$ cat src/rtl/hsc_pkg.sv
// Shared constants, codes and controller/datapath handshake structs
// for the Hall speed block with sector calibration. No dependencies.
`timescale 1ns / 1ps
package hsc_pkg;

  localparam int SECTORS  = 6;
  localparam int SECT_W   = 3;
  localparam int CMD_W    = 2;
  localparam int HALL_W   = 3;
  localparam int PERIOD_W = 16;
  localparam int PP_W     = 8;
  localparam int SUM_W    = 26;
  localparam int FRAC_W   = 32;
  localparam int SPEED_W  = 27;
  localparam int PP6_W    = 11;
  localparam int Y_W      = PERIOD_W + PP6_W;
  localparam int NUM_W    = 62;
  localparam int DEN_W    = Y_W + 32;
  localparam int SHIFT_W  = SUM_W + 32;
  localparam int QUO_W    = 32;
  localparam int STEP_W   = 6;

  localparam int SAMPLES_PER_SECTOR_DEF = 100;

  localparam logic [FRAC_W-1:0]  DEFAULT_FRACTION = 32'd715827882;
  localparam logic [SPEED_W-1:0] SPEED_MAX        = 27'd120000000;
  localparam logic [29:0]        NUM_SCALE        = 30'd720000000;
  localparam logic [PP_W-1:0]    PP_ONE           = 8'd1;

  localparam logic [STEP_W-1:0] SPD_STEPS = 6'd27;
  localparam logic [STEP_W-1:0] FRC_STEPS = 6'd58;

  localparam logic [CMD_W-1:0] CMD_CAPTURE   = 2'd0;
  localparam logic [CMD_W-1:0] CMD_OVERFLOW  = 2'd1;
  localparam logic [CMD_W-1:0] CMD_CALIBRATE = 2'd2;

  localparam logic [HALL_W-1:0] HALL_NONE_LO = 3'd0;
  localparam logic [HALL_W-1:0] HALL_NONE_HI = 3'd7;

  typedef enum logic [1:0] {
    PH_MEASURE = 2'd0,
    PH_COLLECT = 2'd1,
    PH_FINISH  = 2'd2
  } hsc_phase_t;

  typedef struct packed {
    logic latch;
    logic mul;
    logic speed_div_load;
    logic frac_div_load;
    logic div_step;
    logic speed_write;
    logic speed_zero;
    logic acc;
    logic cal_start;
    logic cal_end;
    logic measure;
    logic use_idx;
    logic idx_clear;
    logic idx_inc;
    logic frac_write;
    logic out_load;
  } hsc_cmd_t;

  typedef struct packed {
    logic [CMD_W-1:0] command;
    logic             code_valid;
    hsc_phase_t       phase;
    logic             count_full;
    logic             total_zero;
    logic             idx_last;
    logic             div_last;
  } hsc_status_t;

endpackage

$ cat src/rtl/hsc_in_if.sv
// Input event channel: valid/ready handshake with command, Hall code and period.
// Depends on hsc_pkg for field widths.
`timescale 1ns / 1ps
interface hsc_in_if;
  logic                           valid;
  logic                           ready;
  logic [hsc_pkg::CMD_W-1:0]      command;
  logic [hsc_pkg::HALL_W-1:0]     hall_code;
  logic [hsc_pkg::PERIOD_W-1:0]   capture_period;

  modport source (output valid, output command, output hall_code,
                  output capture_period, input ready);
  modport sink   (input valid, input command, input hall_code,
                  input capture_period, output ready);
endinterface

$ cat src/rtl/hsc_out_if.sv
// Result channel: valid/ready handshake with speed and calibration phase.
// Depends on hsc_pkg for field widths.
`timescale 1ns / 1ps
interface hsc_out_if;
  logic                          valid;
  logic                          ready;
  logic [hsc_pkg::SPEED_W-1:0]   speed;
  logic [1:0]                    cal_phase;

  modport source (output valid, output speed, output cal_phase, input ready);
  modport sink   (input valid, input speed, input cal_phase, output ready);
endinterface

$ cat src/rtl/hsc_datapath.sv
// Datapath: item registers, sector sum and fraction stores, calibration
// state, shared restoring divider and result register. Depends on hsc_pkg.
`timescale 1ns / 1ps
module hsc_datapath #(
  parameter int SAMPLES_PER_SECTOR = hsc_pkg::SAMPLES_PER_SECTOR_DEF
) (
  input  logic                          clk,
  input  logic                          rst,
  input  hsc_pkg::hsc_cmd_t             cmd,
  output hsc_pkg::hsc_status_t          status,
  input  logic [hsc_pkg::CMD_W-1:0]     command,
  input  logic [hsc_pkg::HALL_W-1:0]    hall_code,
  input  logic [hsc_pkg::PERIOD_W-1:0]  capture_period,
  input  logic                          pole_pairs_we,
  input  logic [hsc_pkg::PP_W-1:0]      pole_pairs_wdata,
  output logic [hsc_pkg::SPEED_W-1:0]   speed,
  output logic [1:0]                    cal_phase
);
  import hsc_pkg::*;

  localparam int SAMPLE_LIMIT = SECTORS * SAMPLES_PER_SECTOR;
  localparam int CNT_W        = $clog2(SAMPLE_LIMIT + 1);
  localparam logic [CNT_W-1:0]  CNT_LIMIT = CNT_W'(SAMPLE_LIMIT);
  localparam logic [SECT_W-1:0] IDX_LAST  = SECT_W'(SECTORS - 1);

  logic [CMD_W-1:0]    item_cmd;
  logic [HALL_W-1:0]   item_code;
  logic [PERIOD_W-1:0] item_period;
  logic [SECT_W-1:0]   item_sector;

  logic [PP_W-1:0]     pole_pairs;
  logic [PP_W-1:0]     pp_eff;
  logic [PP6_W-1:0]    pp6;

  hsc_phase_t          phase;
  logic [CNT_W-1:0]    sample_count;
  logic [SUM_W-1:0]    total_sum;
  logic [SPEED_W-1:0]  speed_reg;
  logic [SECT_W-1:0]   idx;

  logic [SUM_W-1:0]    sum_mem [SECTORS];
  logic [SECTORS-1:0]  sum_valid;
  logic [SUM_W-1:0]    sum_rd;
  logic [SECT_W-1:0]   sum_addr;

  logic [FRAC_W-1:0]   frac_mem [SECTORS];
  logic [SECTORS-1:0]  frac_valid;
  logic [FRAC_W-1:0]   frac_rd;

  logic [NUM_W-1:0]    num_reg;
  logic [Y_W-1:0]      y_reg;
  logic [DEN_W-1:0]    den_reg;
  logic [DEN_W-1:0]    rem;
  logic [SHIFT_W-1:0]  sh;
  logic [QUO_W-1:0]    quo;
  logic [STEP_W-1:0]   steps;

  logic [DEN_W:0]      trial;
  logic [DEN_W:0]      diff;
  logic                ge;
  logic [SHIFT_W-1:0]  frac_num;

  logic [SPEED_W-1:0]  out_speed;
  hsc_phase_t          out_phase;

  assign item_sector = item_code - 3'd1;
  assign sum_addr    = cmd.use_idx ? idx : item_sector;
  assign pp_eff      = (pole_pairs == '0) ? PP_ONE : pole_pairs;
  assign pp6         = {1'b0, pp_eff, 2'b00} + {2'b00, pp_eff, 1'b0};

  assign trial    = {rem, sh[SHIFT_W-1]};
  assign diff     = trial - {1'b0, den_reg};
  assign ge       = trial >= {1'b0, den_reg};
  assign frac_num = {sum_rd, 32'b0} - {32'b0, sum_rd};

  always_ff @(posedge clk) begin
    if (cmd.latch) begin
      item_cmd    <= command;
      item_code   <= hall_code;
      item_period <= capture_period;
    end
  end

  always_ff @(posedge clk) begin
    if (rst) begin
      pole_pairs <= PP_ONE;
    end else if (pole_pairs_we) begin
      pole_pairs <= pole_pairs_wdata;
    end
  end

  // sector sum store
  always_ff @(posedge clk) begin
    if (cmd.acc) begin
      sum_mem[item_sector] <= sum_rd + SUM_W'(item_period);
    end
    sum_rd <= sum_valid[sum_addr] ? sum_mem[sum_addr] : '0;
  end

  always_ff @(posedge clk) begin
    if (rst || cmd.cal_start) begin
      sum_valid <= '0;
    end else if (cmd.acc) begin
      sum_valid[item_sector] <= 1'b1;
    end
  end

  // sector fraction store
  always_ff @(posedge clk) begin
    if (cmd.frac_write) begin
      frac_mem[idx] <= quo;
    end
    frac_rd <= frac_valid[item_sector] ? frac_mem[item_sector] : DEFAULT_FRACTION;
  end

  always_ff @(posedge clk) begin
    if (rst) begin
      frac_valid <= '0;
    end else if (cmd.frac_write) begin
      frac_valid[idx] <= 1'b1;
    end
  end

  // calibration and speed state
  always_ff @(posedge clk) begin
    if (rst) begin
      phase        <= PH_MEASURE;
      sample_count <= '0;
      total_sum    <= '0;
      speed_reg    <= '0;
      idx          <= '0;
    end else begin
      if (cmd.cal_start) begin
        phase        <= PH_COLLECT;
        sample_count <= '0;
        total_sum    <= '0;
      end else if (cmd.cal_end) begin
        phase        <= PH_FINISH;
        sample_count <= '0;
      end else if (cmd.measure) begin
        phase <= PH_MEASURE;
      end else if (cmd.acc) begin
        sample_count <= sample_count + CNT_W'(1);
        total_sum    <= total_sum + SUM_W'(item_period);
      end
      if (cmd.speed_zero) begin
        speed_reg <= '0;
      end else if (cmd.speed_write) begin
        speed_reg <= (item_period == '0) ? SPEED_MAX : quo[SPEED_W-1:0];
      end
      if (cmd.idx_clear) begin
        idx <= '0;
      end else if (cmd.idx_inc) begin
        idx <= idx + SECT_W'(1);
      end
    end
  end

  // restoring divider, one quotient bit per step
  always_ff @(posedge clk) begin
    if (cmd.mul) begin
      num_reg <= {30'b0, frac_rd} * {32'b0, NUM_SCALE};
      y_reg   <= {{PP6_W{1'b0}}, item_period} * {{PERIOD_W{1'b0}}, pp6};
    end
    if (cmd.speed_div_load) begin
      den_reg <= {y_reg, 32'b0} - {32'b0, y_reg};
      rem     <= {{(DEN_W - 35){1'b0}}, num_reg[NUM_W-1:27]};
      sh      <= {num_reg[26:0], {(SHIFT_W - 27){1'b0}}};
      steps   <= SPD_STEPS;
    end else if (cmd.frac_div_load) begin
      den_reg <= {{(DEN_W - SUM_W){1'b0}}, total_sum};
      rem     <= '0;
      sh      <= frac_num;
      steps   <= FRC_STEPS;
    end else if (cmd.div_step) begin
      rem   <= ge ? diff[DEN_W-1:0] : trial[DEN_W-1:0];
      sh    <= {sh[SHIFT_W-2:0], 1'b0};
      quo   <= {quo[QUO_W-2:0], ge};
      steps <= steps - STEP_W'(1);
    end
  end

  always_ff @(posedge clk) begin
    if (cmd.out_load) begin
      out_speed <= speed_reg;
      out_phase <= phase;
    end
  end

  assign speed     = out_speed;
  assign cal_phase = out_phase;

  assign status.command    = item_cmd;
  assign status.code_valid = (item_code != HALL_NONE_LO) && (item_code != HALL_NONE_HI);
  assign status.phase      = phase;
  assign status.count_full = sample_count >= CNT_LIMIT;
  assign status.total_zero = total_sum == '0;
  assign status.idx_last   = idx == IDX_LAST;
  assign status.div_last   = steps == 6'd1;

  a_speed_bound: assert property (@(posedge clk) disable iff (rst)
    speed_reg <= SPEED_MAX)
    else $error("speed register above full scale");

  a_count_bound: assert property (@(posedge clk) disable iff (rst)
    sample_count <= CNT_LIMIT)
    else $error("sample count past limit");

  a_cal_start: assert property (@(posedge clk) disable iff (rst)
    cmd.cal_start |=> (phase == PH_COLLECT) && (sample_count == '0) && (total_sum == '0))
    else $error("calibration start did not clear state");

endmodule

$ cat src/rtl/hsc_controller.sv
// Controller FSM: sequences each item through the datapath and drives the
// input and result handshakes. Depends on hsc_pkg.
`timescale 1ns / 1ps
module hsc_controller (
  input  logic                  clk,
  input  logic                  rst,
  input  logic                  in_valid,
  output logic                  in_ready,
  output logic                  out_valid,
  input  logic                  out_ready,
  input  hsc_pkg::hsc_status_t  status,
  output hsc_pkg::hsc_cmd_t     cmd
);
  import hsc_pkg::*;

  typedef enum logic [11:0] {
    ST_IDLE    = 12'b0000_0000_0001,
    ST_DECODE  = 12'b0000_0000_0010,
    ST_MUL     = 12'b0000_0000_0100,
    ST_DEN     = 12'b0000_0000_1000,
    ST_DIV_SPD = 12'b0000_0001_0000,
    ST_SPD_WR  = 12'b0000_0010_0000,
    ST_ACC     = 12'b0000_0100_0000,
    ST_CRD     = 12'b0000_1000_0000,
    ST_CLD     = 12'b0001_0000_0000,
    ST_DIV_FRC = 12'b0010_0000_0000,
    ST_FWR     = 12'b0100_0000_0000,
    ST_OUT     = 12'b1000_0000_0000
  } hsc_state_t;

  hsc_state_t state;
  hsc_state_t state_next;
  logic       out_free;

  assign in_ready = state == ST_IDLE;
  assign out_free = !out_valid || out_ready;

  always_comb begin
    cmd        = '0;
    state_next = state;
    unique case (state)
      ST_IDLE: begin
        if (in_valid) begin
          cmd.latch  = 1'b1;
          state_next = ST_DECODE;
        end
      end
      ST_DECODE: begin
        state_next = ST_OUT;
        if (status.command == CMD_CAPTURE && status.code_valid) begin
          unique case (status.phase)
            PH_MEASURE: state_next = ST_MUL;
            PH_COLLECT: begin
              if (status.count_full) begin
                cmd.cal_end = 1'b1;
              end else begin
                state_next = ST_ACC;
              end
            end
            PH_FINISH: begin
              if (status.total_zero) begin
                cmd.measure = 1'b1;
              end else begin
                cmd.idx_clear = 1'b1;
                state_next    = ST_CRD;
              end
            end
            default: cmd.measure = 1'b1;
          endcase
        end else if (status.command == CMD_OVERFLOW) begin
          cmd.speed_zero = 1'b1;
        end else if (status.command == CMD_CALIBRATE) begin
          cmd.cal_start = 1'b1;
        end
      end
      ST_MUL: begin
        cmd.mul    = 1'b1;
        state_next = ST_DEN;
      end
      ST_DEN: begin
        cmd.speed_div_load = 1'b1;
        state_next         = ST_DIV_SPD;
      end
      ST_DIV_SPD: begin
        cmd.div_step = 1'b1;
        if (status.div_last) begin
          state_next = ST_SPD_WR;
        end
      end
      ST_SPD_WR: begin
        cmd.speed_write = 1'b1;
        state_next      = ST_OUT;
      end
      ST_ACC: begin
        cmd.acc    = 1'b1;
        state_next = ST_OUT;
      end
      ST_CRD: begin
        cmd.use_idx = 1'b1;
        state_next  = ST_CLD;
      end
      ST_CLD: begin
        cmd.frac_div_load = 1'b1;
        state_next        = ST_DIV_FRC;
      end
      ST_DIV_FRC: begin
        cmd.div_step = 1'b1;
        if (status.div_last) begin
          state_next = ST_FWR;
        end
      end
      ST_FWR: begin
        cmd.frac_write = 1'b1;
        if (status.idx_last) begin
          cmd.measure = 1'b1;
          state_next  = ST_OUT;
        end else begin
          cmd.idx_inc = 1'b1;
          state_next  = ST_CRD;
        end
      end
      ST_OUT: begin
        if (out_free) begin
          cmd.out_load = 1'b1;
          state_next   = ST_IDLE;
        end
      end
      default: state_next = ST_IDLE;
    endcase
  end

  always_ff @(posedge clk) begin
    if (rst) begin
      state <= ST_IDLE;
    end else begin
      state <= state_next;
    end
  end

  always_ff @(posedge clk) begin
    if (rst) begin
      out_valid <= 1'b0;
    end else if (cmd.out_load) begin
      out_valid <= 1'b1;
    end else if (out_ready) begin
      out_valid <= 1'b0;
    end
  end

  a_no_overwrite: assert property (@(posedge clk) disable iff (rst)
    cmd.out_load |-> out_free)
    else $error("result register overwritten while full");

endmodule

$ cat src/rtl/hall_speed_with_sector_calibration.sv
// Top level: Hall speed measurement with per-sector calibration.
// Depends on hsc_pkg, hsc_in_if, hsc_out_if, hsc_controller, hsc_datapath.
//
//   port              dir   contents
//   request           sink  command, hall_code, capture_period
//   result            src   speed, cal_phase
//   pole_pairs_we/..  in    pole pair count register write
//
// Capture while measuring: speed is set by the 27-step restoring divider.
// Capture finishing calibration: six 58-step divisions, one per sector.
// Capture while collecting: adds the period to its sector sum. One item at
// a time; the next is accepted once the result sits in the output register,
// even if that result is not yet taken.
// Reset (rst, synchronous) restores phase, sums, fractions and pole pairs.
`timescale 1ns / 1ps
module hall_speed_with_sector_calibration #(
  parameter int SAMPLES_PER_SECTOR = hsc_pkg::SAMPLES_PER_SECTOR_DEF
) (
  input  logic                      clk,
  input  logic                      rst,
  hsc_in_if.sink                    request,
  hsc_out_if.source                 result,
  input  logic                      pole_pairs_we,
  input  logic [hsc_pkg::PP_W-1:0]  pole_pairs_wdata
);
  import hsc_pkg::*;

  hsc_cmd_t    cmd;
  hsc_status_t status;

  hsc_controller u_ctrl (
    .clk       (clk),
    .rst       (rst),
    .in_valid  (request.valid),
    .in_ready  (request.ready),
    .out_valid (result.valid),
    .out_ready (result.ready),
    .status    (status),
    .cmd       (cmd)
  );

  hsc_datapath #(
    .SAMPLES_PER_SECTOR (SAMPLES_PER_SECTOR)
  ) u_dp (
    .clk              (clk),
    .rst              (rst),
    .cmd              (cmd),
    .status           (status),
    .command          (request.command),
    .hall_code        (request.hall_code),
    .capture_period   (request.capture_period),
    .pole_pairs_we    (pole_pairs_we),
    .pole_pairs_wdata (pole_pairs_wdata),
    .speed            (result.speed),
    .cal_phase        (result.cal_phase)
  );

endmodule
$ cat src/flat_wrapper.sv
// flat-port wrapper written by rule: the top's interface ports become plain ports
module hall_speed_with_sector_calibration_flat import hsc_pkg::*;
#(
  parameter int SAMPLES_PER_SECTOR = hsc_pkg::SAMPLES_PER_SECTOR_DEF
)
  (clk, rst, pole_pairs_we, pole_pairs_wdata, request_valid, request_command, request_hall_code, request_capture_period, request_ready, result_valid, result_speed, result_cal_phase, result_ready);
  hsc_in_if request_i ();
  hsc_out_if result_i ();
  input  logic clk;
  input  logic rst;
  input  logic pole_pairs_we;
  input  logic [hsc_pkg::PP_W-1:0] pole_pairs_wdata;
  input wire logic [$bits(request_i.valid)-1:0] request_valid;
  input wire logic [$bits(request_i.command)-1:0] request_command;
  input wire logic [$bits(request_i.hall_code)-1:0] request_hall_code;
  input wire logic [$bits(request_i.capture_period)-1:0] request_capture_period;
  output wire logic [$bits(request_i.ready)-1:0] request_ready;
  output wire logic [$bits(result_i.valid)-1:0] result_valid;
  output wire logic [$bits(result_i.speed)-1:0] result_speed;
  output wire logic [$bits(result_i.cal_phase)-1:0] result_cal_phase;
  input wire logic [$bits(result_i.ready)-1:0] result_ready;
  assign request_i.valid = request_valid;
  assign request_i.command = request_command;
  assign request_i.hall_code = request_hall_code;
  assign request_i.capture_period = request_capture_period;
  assign request_ready = request_i.ready;
  assign result_valid = result_i.valid;
  assign result_speed = result_i.speed;
  assign result_cal_phase = result_i.cal_phase;
  assign result_i.ready = result_ready;
  hall_speed_with_sector_calibration #(.SAMPLES_PER_SECTOR(SAMPLES_PER_SECTOR)) u_core (.clk(clk), .rst(rst), .request(request_i), .result(result_i), .pole_pairs_we(pole_pairs_we), .pole_pairs_wdata(pole_pairs_wdata));
endmodule
$ cat config.mk
export PLATFORM = sky130hd
export DESIGN_NAME = hall_speed_with_sector_calibration_flat
export DESIGN_NICKNAME = d
export VERILOG_FILES = /design/src/rtl/hsc_pkg.sv /design/src/rtl/hsc_in_if.sv /design/src/rtl/hsc_out_if.sv /design/src/rtl/hsc_datapath.sv /design/src/rtl/hsc_controller.sv /design/src/rtl/hall_speed_with_sector_calibration.sv /design/src/flat_wrapper.sv
export SDC_FILE = /design/constraint.sdc
export NUM_CORES = 2
export LEC_CHECK = 0
export BUFFER_PORTS_ARGS = -buffer_cell sky130_fd_sc_hd__buf_2
export CORE_ASPECT_RATIO = 0.8
export CORE_MARGIN = 1
export CORE_UTILIZATION = 35
export DETAILED_ROUTE_END_ITERATION = 12
export PLACE_DENSITY = 0.49
export SETUP_SLACK_MARGIN = 0.1
export SYNTH_ARGS = -nofsm -noshare
export SYNTH_HDL_FRONTEND = slang
export SYNTH_SLANG_ARGS = --single-unit
$ cat constraint.sdc
create_clock -name clk -period 9.44 [get_ports clk]
set_clock_uncertainty 0.05 [all_clocks]
set_input_delay 0.944 -clock clk [delete_from_list [all_inputs] [get_ports clk]]
set_output_delay 0.944 -clock clk [all_outputs]
set_load 0.1 [all_outputs]
# [After elaboration in Yosys (flattened, before gate mapping)]
# Memory sizes are Yosys's and may differ from the RTL's. A register that Yosys moved wholly into a read port is not among the register bits.
# Index checks and enable logic that the tools add are counted.
[op_classes] n_addsub=10 n_mul=2 n_lt_le_gt_ge=7 eq_ne=23 mux=72 bitwise_logic=6 n_reduce_logical=33
[ops] operator="59-bit 2-to-1 mux" count=3
[ops] operator="58-bit 2-to-1 mux" count=3
[ops] operator="12-bit one-hot mux with 11 select lines" count=1
[ops] operator="35-bit 2-to-1 mux" count=3
[ops] operator="12-bit 2-to-1 mux" count=8
[ops] operator="60-bit by 59-bit >= comparator with 1-bit output" count=1
[ops] operator="59-bit by 27-bit subtractor with 59-bit output" count=1
[ops] operator="59-bit subtractor" count=1
[ops] operator="58-bit by 26-bit subtractor with 58-bit output" count=1
[ops] operator="26-bit by 16-bit adder with 26-bit output" count=2
[ops] operator="32-bit by 20-bit multiplier with 52-bit output (second input constant)" count=1
[ops] operator="1-bit 2-to-1 mux" count=37
[ops] operator="12-bit one-hot mux with 3 select lines" count=1
[ops] operator="16-bit by 11-bit multiplier with 27-bit output" count=1
[ops] operator="27-bit 2-to-1 mux" count=1
[ops] operator="26-bit logical NOT" count=1
[ops] operator="16-bit logical NOT" count=1
[ops] operator="2-bit OR reduction" count=7
[ops] operator="12-bit by 1-bit == test with 1-bit output (second input constant)" count=1
[ops] operator="12-bit by 10-bit == test with 1-bit output (second input constant)" count=1
[ops] operator="12-bit by 11-bit == test with 1-bit output (second input constant)" count=1
[ops] operator="12-bit == test (second input constant)" count=1
[ops] operator="12-bit by 2-bit == test with 1-bit output (second input constant)" count=1
[ops] operator="12-bit by 3-bit == test with 1-bit output (second input constant)" count=1
[ops] operator="other kinds (41)" count=73
[word_totals] regBits=444 ram_bits=348 input_bits=34 out_inout_bits=31 memories=2
[memory_table] name="u_core.u_dp.frac_mem" depth=6 width=32 read_ports=1 rd_clocked_by_memory_dff=1 wr=1 line="hsc_datapath.sv:46" source="logic [FRAC_W-1:0] frac_mem [SECTORS];"
[memory_table] name="u_core.u_dp.sum_mem" depth=6 width=26 read_ports=1 rd_clocked_by_memory_dff=1 wr=1 line="hsc_datapath.sv:41" source="logic [SUM_W-1:0] sum_mem [SECTORS];"

# [Depth between registers and ports, before layout]
[logic_depth] depth_word=8 mapped_depth=37 ltp_nobuf=37

# [Modules after synthesis]
# A second synthesis with hierarchy kept.
[unflattened] hier_cells=4927 hier_area_um2=54717.5
[modules_own_cells] module="hsc_datapath" n_inst=1 cells_each=4824 area_each_um2=53846.6 seq_area_each_um2=23032.1
[modules_own_cells] module="hsc_controller" n_inst=1 cells_each=103 area_each_um2=870.8 seq_area_each_um2=260.2

# [Worst setup path after synthesis]
# OpenSTA, ideal clock, no wires.
[synth_path] kind="register to register" start="register u_core.u_dp.pole_pairs[4]" end="register u_core.u_dp.y_reg[25] (data pin)" setup_time_ns=0.260 t_arrival_ns=7.254 path_slack_ns=1.875 path_stages_with_launch=36 synth_period_minus_slack_ns=7.565 cell_sequence="dfxtp_1 > inv_1 > ha_1 > nand3_1 > nand2b_1 > nand2_1 > mux2i_1 > ha_1 > a21oi_1 > inv_1 > a21oi_1 > nor2_1 > maj3_1 > a21oi_1 > o21bai_1 > xor2_1 > clkbuf_1 > nand2_1 > fa_1 > fa_1 > inv_1 > fa_1 > fa_1 > inv_1 > fa_1 > inv_1 > ha_1 > a211o_1 > o31ai_1 > a31oi_1 > a41oi_1 > a2111oi_0 > o21a_1 > o21ai_0 > mux2i_1 > nand2_1"
[synth_via] elab_chain_cells=4
[synth_lines] element="start: declaration" line="hsc_datapath.sv:31" source="logic [PP_W-1:0] pole_pairs;"
[synth_lines] element="start signal: assignment" line="hsc_datapath.sv:88" source="pole_pairs <= pole_pairs_wdata;"
[synth_lines] element="8-bit logical NOT" line="hsc_datapath.sv:68" source="assign pp_eff = (pole_pairs == '0) ? PP_ONE : pole_pairs;"
[synth_lines] element="8-bit 2-to-1 mux (*)" line="hsc_datapath.sv:68"
[synth_lines] element="10-bit by 9-bit adder with 11-bit output (*)" line="hsc_datapath.sv:69" source="assign pp6 = {1'b0, pp_eff, 2'b00} + {2'b00, pp_eff, 1'b0};"
[synth_lines] element="16-bit by 11-bit multiplier with 27-bit output (*)" line="hsc_datapath.sv:163" source="y_reg <= {{PP6_W{1'b0}}, item_period} * {{PERIOD_W{1'b0}}, pp6};"
[synth_lines] element="end signal: assignment" line="hsc_datapath.sv:163"
[synth_lines] element="end: declaration" line="hsc_datapath.sv:51" source="logic [Y_W-1:0] y_reg;"
# Mark *: on every way between the ends. The rest lies on a longest branch, timed or not.
# A chain may end at the register's enable or synchronous reset.

# [Worst setup path after layout]
# Ends and elaborated chain as after synthesis.

==> results.toml <==
[status]
status = "finished clean"

[synth]
ys_seq_elements = 849
synth_area_um2 = 54680
synth_cell_type_count = 91
synth_most_common_cell = "edfxtp_1"
ys_top_cells_by_count = "edfxtp_1 (629), inv_1 (555), nand2_1 (460)"
synth_compound_area_frac = 0.1163
ys_warn_count = 0
synth_area_leader_cell = "edfxtp_1"
synthFlopType = "edfxtp_1"
ys_async_sr_fraction = 0
synthAdderAreaFrac = 0.2315
syn_nets = 5909
synthTopCellsByArea = "edfxtp_1 (35%), fa_1 (13%), ha_1 (9.7%)"
syn_area_per_cell_um2 = 10.76
synth_edf_count = 629
yosysSeqAreaShare = 0.4260
synth-simple-area-share = 0.1234
synthMuxAreaShare = 0.01581
synth_top_family_by_area = "adder cells"
yosys.area_share.xor_xnor = 0.03364
synthCells = 5084
synth_top_area_share = 0.3454

[setup_path]
critPathMaxFanout = 16
worst_path_largest_cell_delay_ns = 0.55
required_ns = 9.81
cp.arrival_ns = 8.62
path_common_cell = "fa_1"
cp-start-kind = "register"
critPathKind = "register to register"
crit_family = "adder cells"
crit_buf_inv = 4
crit_path_end_kind = "register"
slowest_stage = "fa_1"

[sta]
worstMarginPinSlew_ns = 1.114
slew_headroom = 0.2506
tns_ns = 0
max_freq_mhz = 121.1
setup_viol = 0
drv_slew = 0
period_minus_slack_ns = 8.255
fin_crit_sh = 0.8745
rsz0062_at_grt = "false"
finalHoldViolCount = 0

[finish]
fill_cells = 15084
drive_gt1_frac = 0.06908
syn_to_final_growth_pct = 10.62
largest_register = "u_core.u_dp.frac_mem"
final_util = 0.3908
instances_no_fill = 7200
largest_reg_flops = 192
reg.largest.list = "u_core.u_dp.frac_mem x192, u_core.u_dp.sum_mem x156"
fin_nets = 5913

[clocking]
cts_buffers = 93
clk_latency_ns = 0.73
path_clk_slew_ns = 0.06
clkSinkCount = 849
cts_setup_buffers = 0
htree_levels = 3
clockBufferDepth = 3
ctsHoldBuffers = 0
root_buffer = "clkbuf_16"
ctsResizeCount = 0
cts_tree = "yes"

[detailed_routing]
firstDrtPassIters = 5
detail-route-antenna-nets = 0
wire_per_inst_um = 20.57
drt_wl_total_mm = 148.1
remaining_drc_errors = 0
avgViaCountPerCell = 5.181
vias = 37304
drt_iter0_drc = 2642

[job]
maxCapViolations = 0

[grt]
grt_usage = 0.1877
overflow = 0
grt_pass1_wl_mm = 228.7
grt_pass1_vias = 37495
grt_max_degree = 78
antenna_found_initial = 13

[floorplanning]
die_h_um = 355.5
initial_core_util = 0.3533
io_pins = 65
die_area_um2 = 157800
die_w_um = 443.9
rows = 129
core_area_um2 = 154800

[placed_design]
dp_hpwl_mm = 107.0
routabilityCongestion = 0.8522
portBuffers = 64
place_inst = 7023

[min_path]
hold_path.class = "input port to register"
## worst reg2reg max path, delay by kind of cell (launching register included)
| family | cells | cell delay, ns |
|---|---|---|
| fa+ha+maj | 9 | 3.71 |
| compound gates | 11 | 2.28 |
| simple gates | 8 | 1.04 |
| flops | 1 | 0.37 |
| mux | 2 | 0.27 |
| buf+inv | 4 | 0.24 |
## final timing paths
check / cells after the start / end / start / slack, ns
worst max-delay path: 34 / u_core.u_dp.y_reg[25] / u_core.u_dp.pole_pairs[4] / 1.18
worst min-delay path: 1 / u_core.u_dp.item_code[2] / request_hall_code[2] / 0.35
worst max register to register: 34 / u_core.u_dp.y_reg[25] / u_core.u_dp.pole_pairs[4] / 1.18
worst min register to register: 0 / u_core.u_dp.speed[6] / u_core.u_dp.speed_reg[6] / 0.38
## area by class of cell
class / instances / area [um2] / share of cell area
diodes: 2 / 5.005 / 0.00008275
clock buffers: 127 / 2595 / 0.04290
clock inverters: 48 / 540.5 / 0.008937
inverters: 557 / 2092 / 0.03459
multi-input cells: 3464 / 28660 / 0.4738
flip-flops and latches: 849 / 23290 / 0.3851
well taps: 2030 / 2540 / 0.04199
repair buffers: 123 / 763.2 / 0.01262
## cells by family (layout without fill, tap and decap cells)
kind of cell / count (synthesis) / count (layout)
adders and majority gates: 793 / 793
xor gates and xnor gates: 210 / 210
muxes: 84 / 84
other: 0 / 2
DFF: 849 / 849
buffers and inverters: 771 / 855
and+or+nand+nor: 1365 / 1365
AOI/OAI and AO/OA: 1012 / 1012
## cell usage in the layout (no fill, tap or decap), types with 19 or more instances in the layout
cell type and count:
or3_1 26, clkbuf_16 93, o21a_1 20, nand4_1 36, nor3b_1 38, buf_4 59
dfxtp_1 220, clkbuf_1 20, a21o_1 85, nor2_1 310, mux2i_1 65, nor3_1 65
and3_1 52, ha_1 425, o21bai_1 29, o21ai_0 184, a21oi_1 352, nand2b_1 29
mux2_2 19, a211oi_1 127, nor4_1 24, and2_1 123, xnor2_1 128, nand3_1 65
xor2_1 80, nor2b_1 32, edfxtp_1 629, a31oi_1 50, buf_2 64, fa_1 365
nand2_1 459, inv_1 553
## metrics by stage
stage / cell area [um2] / worst slack [ns] / hold slack, ns
finish: 60480 / 1.185 / 0.3540
global route: 60480 / 0.5577 / 0.3122
CTS: 60480 / 1.186 / 0.2948
detailed placement: 57340 / 1.243 / 0.3666
global placement: 57340 / 1.293 / 0.3653
floorplan: 54680 / 1.875 / 0.3581
## routing by layer
metal	vias to the layer above	track usage	wire [um]
met5	-	0	0
met4	0	0.04159	2699
met3	161	0.03038	7775
met2	835	0.2836	63540
met1	18561	0.2803	74080
li1	17747	-	-
Power is not shown: default switching activity piles up to over one toggle a cycle in this logic, so the estimate is an artifact.
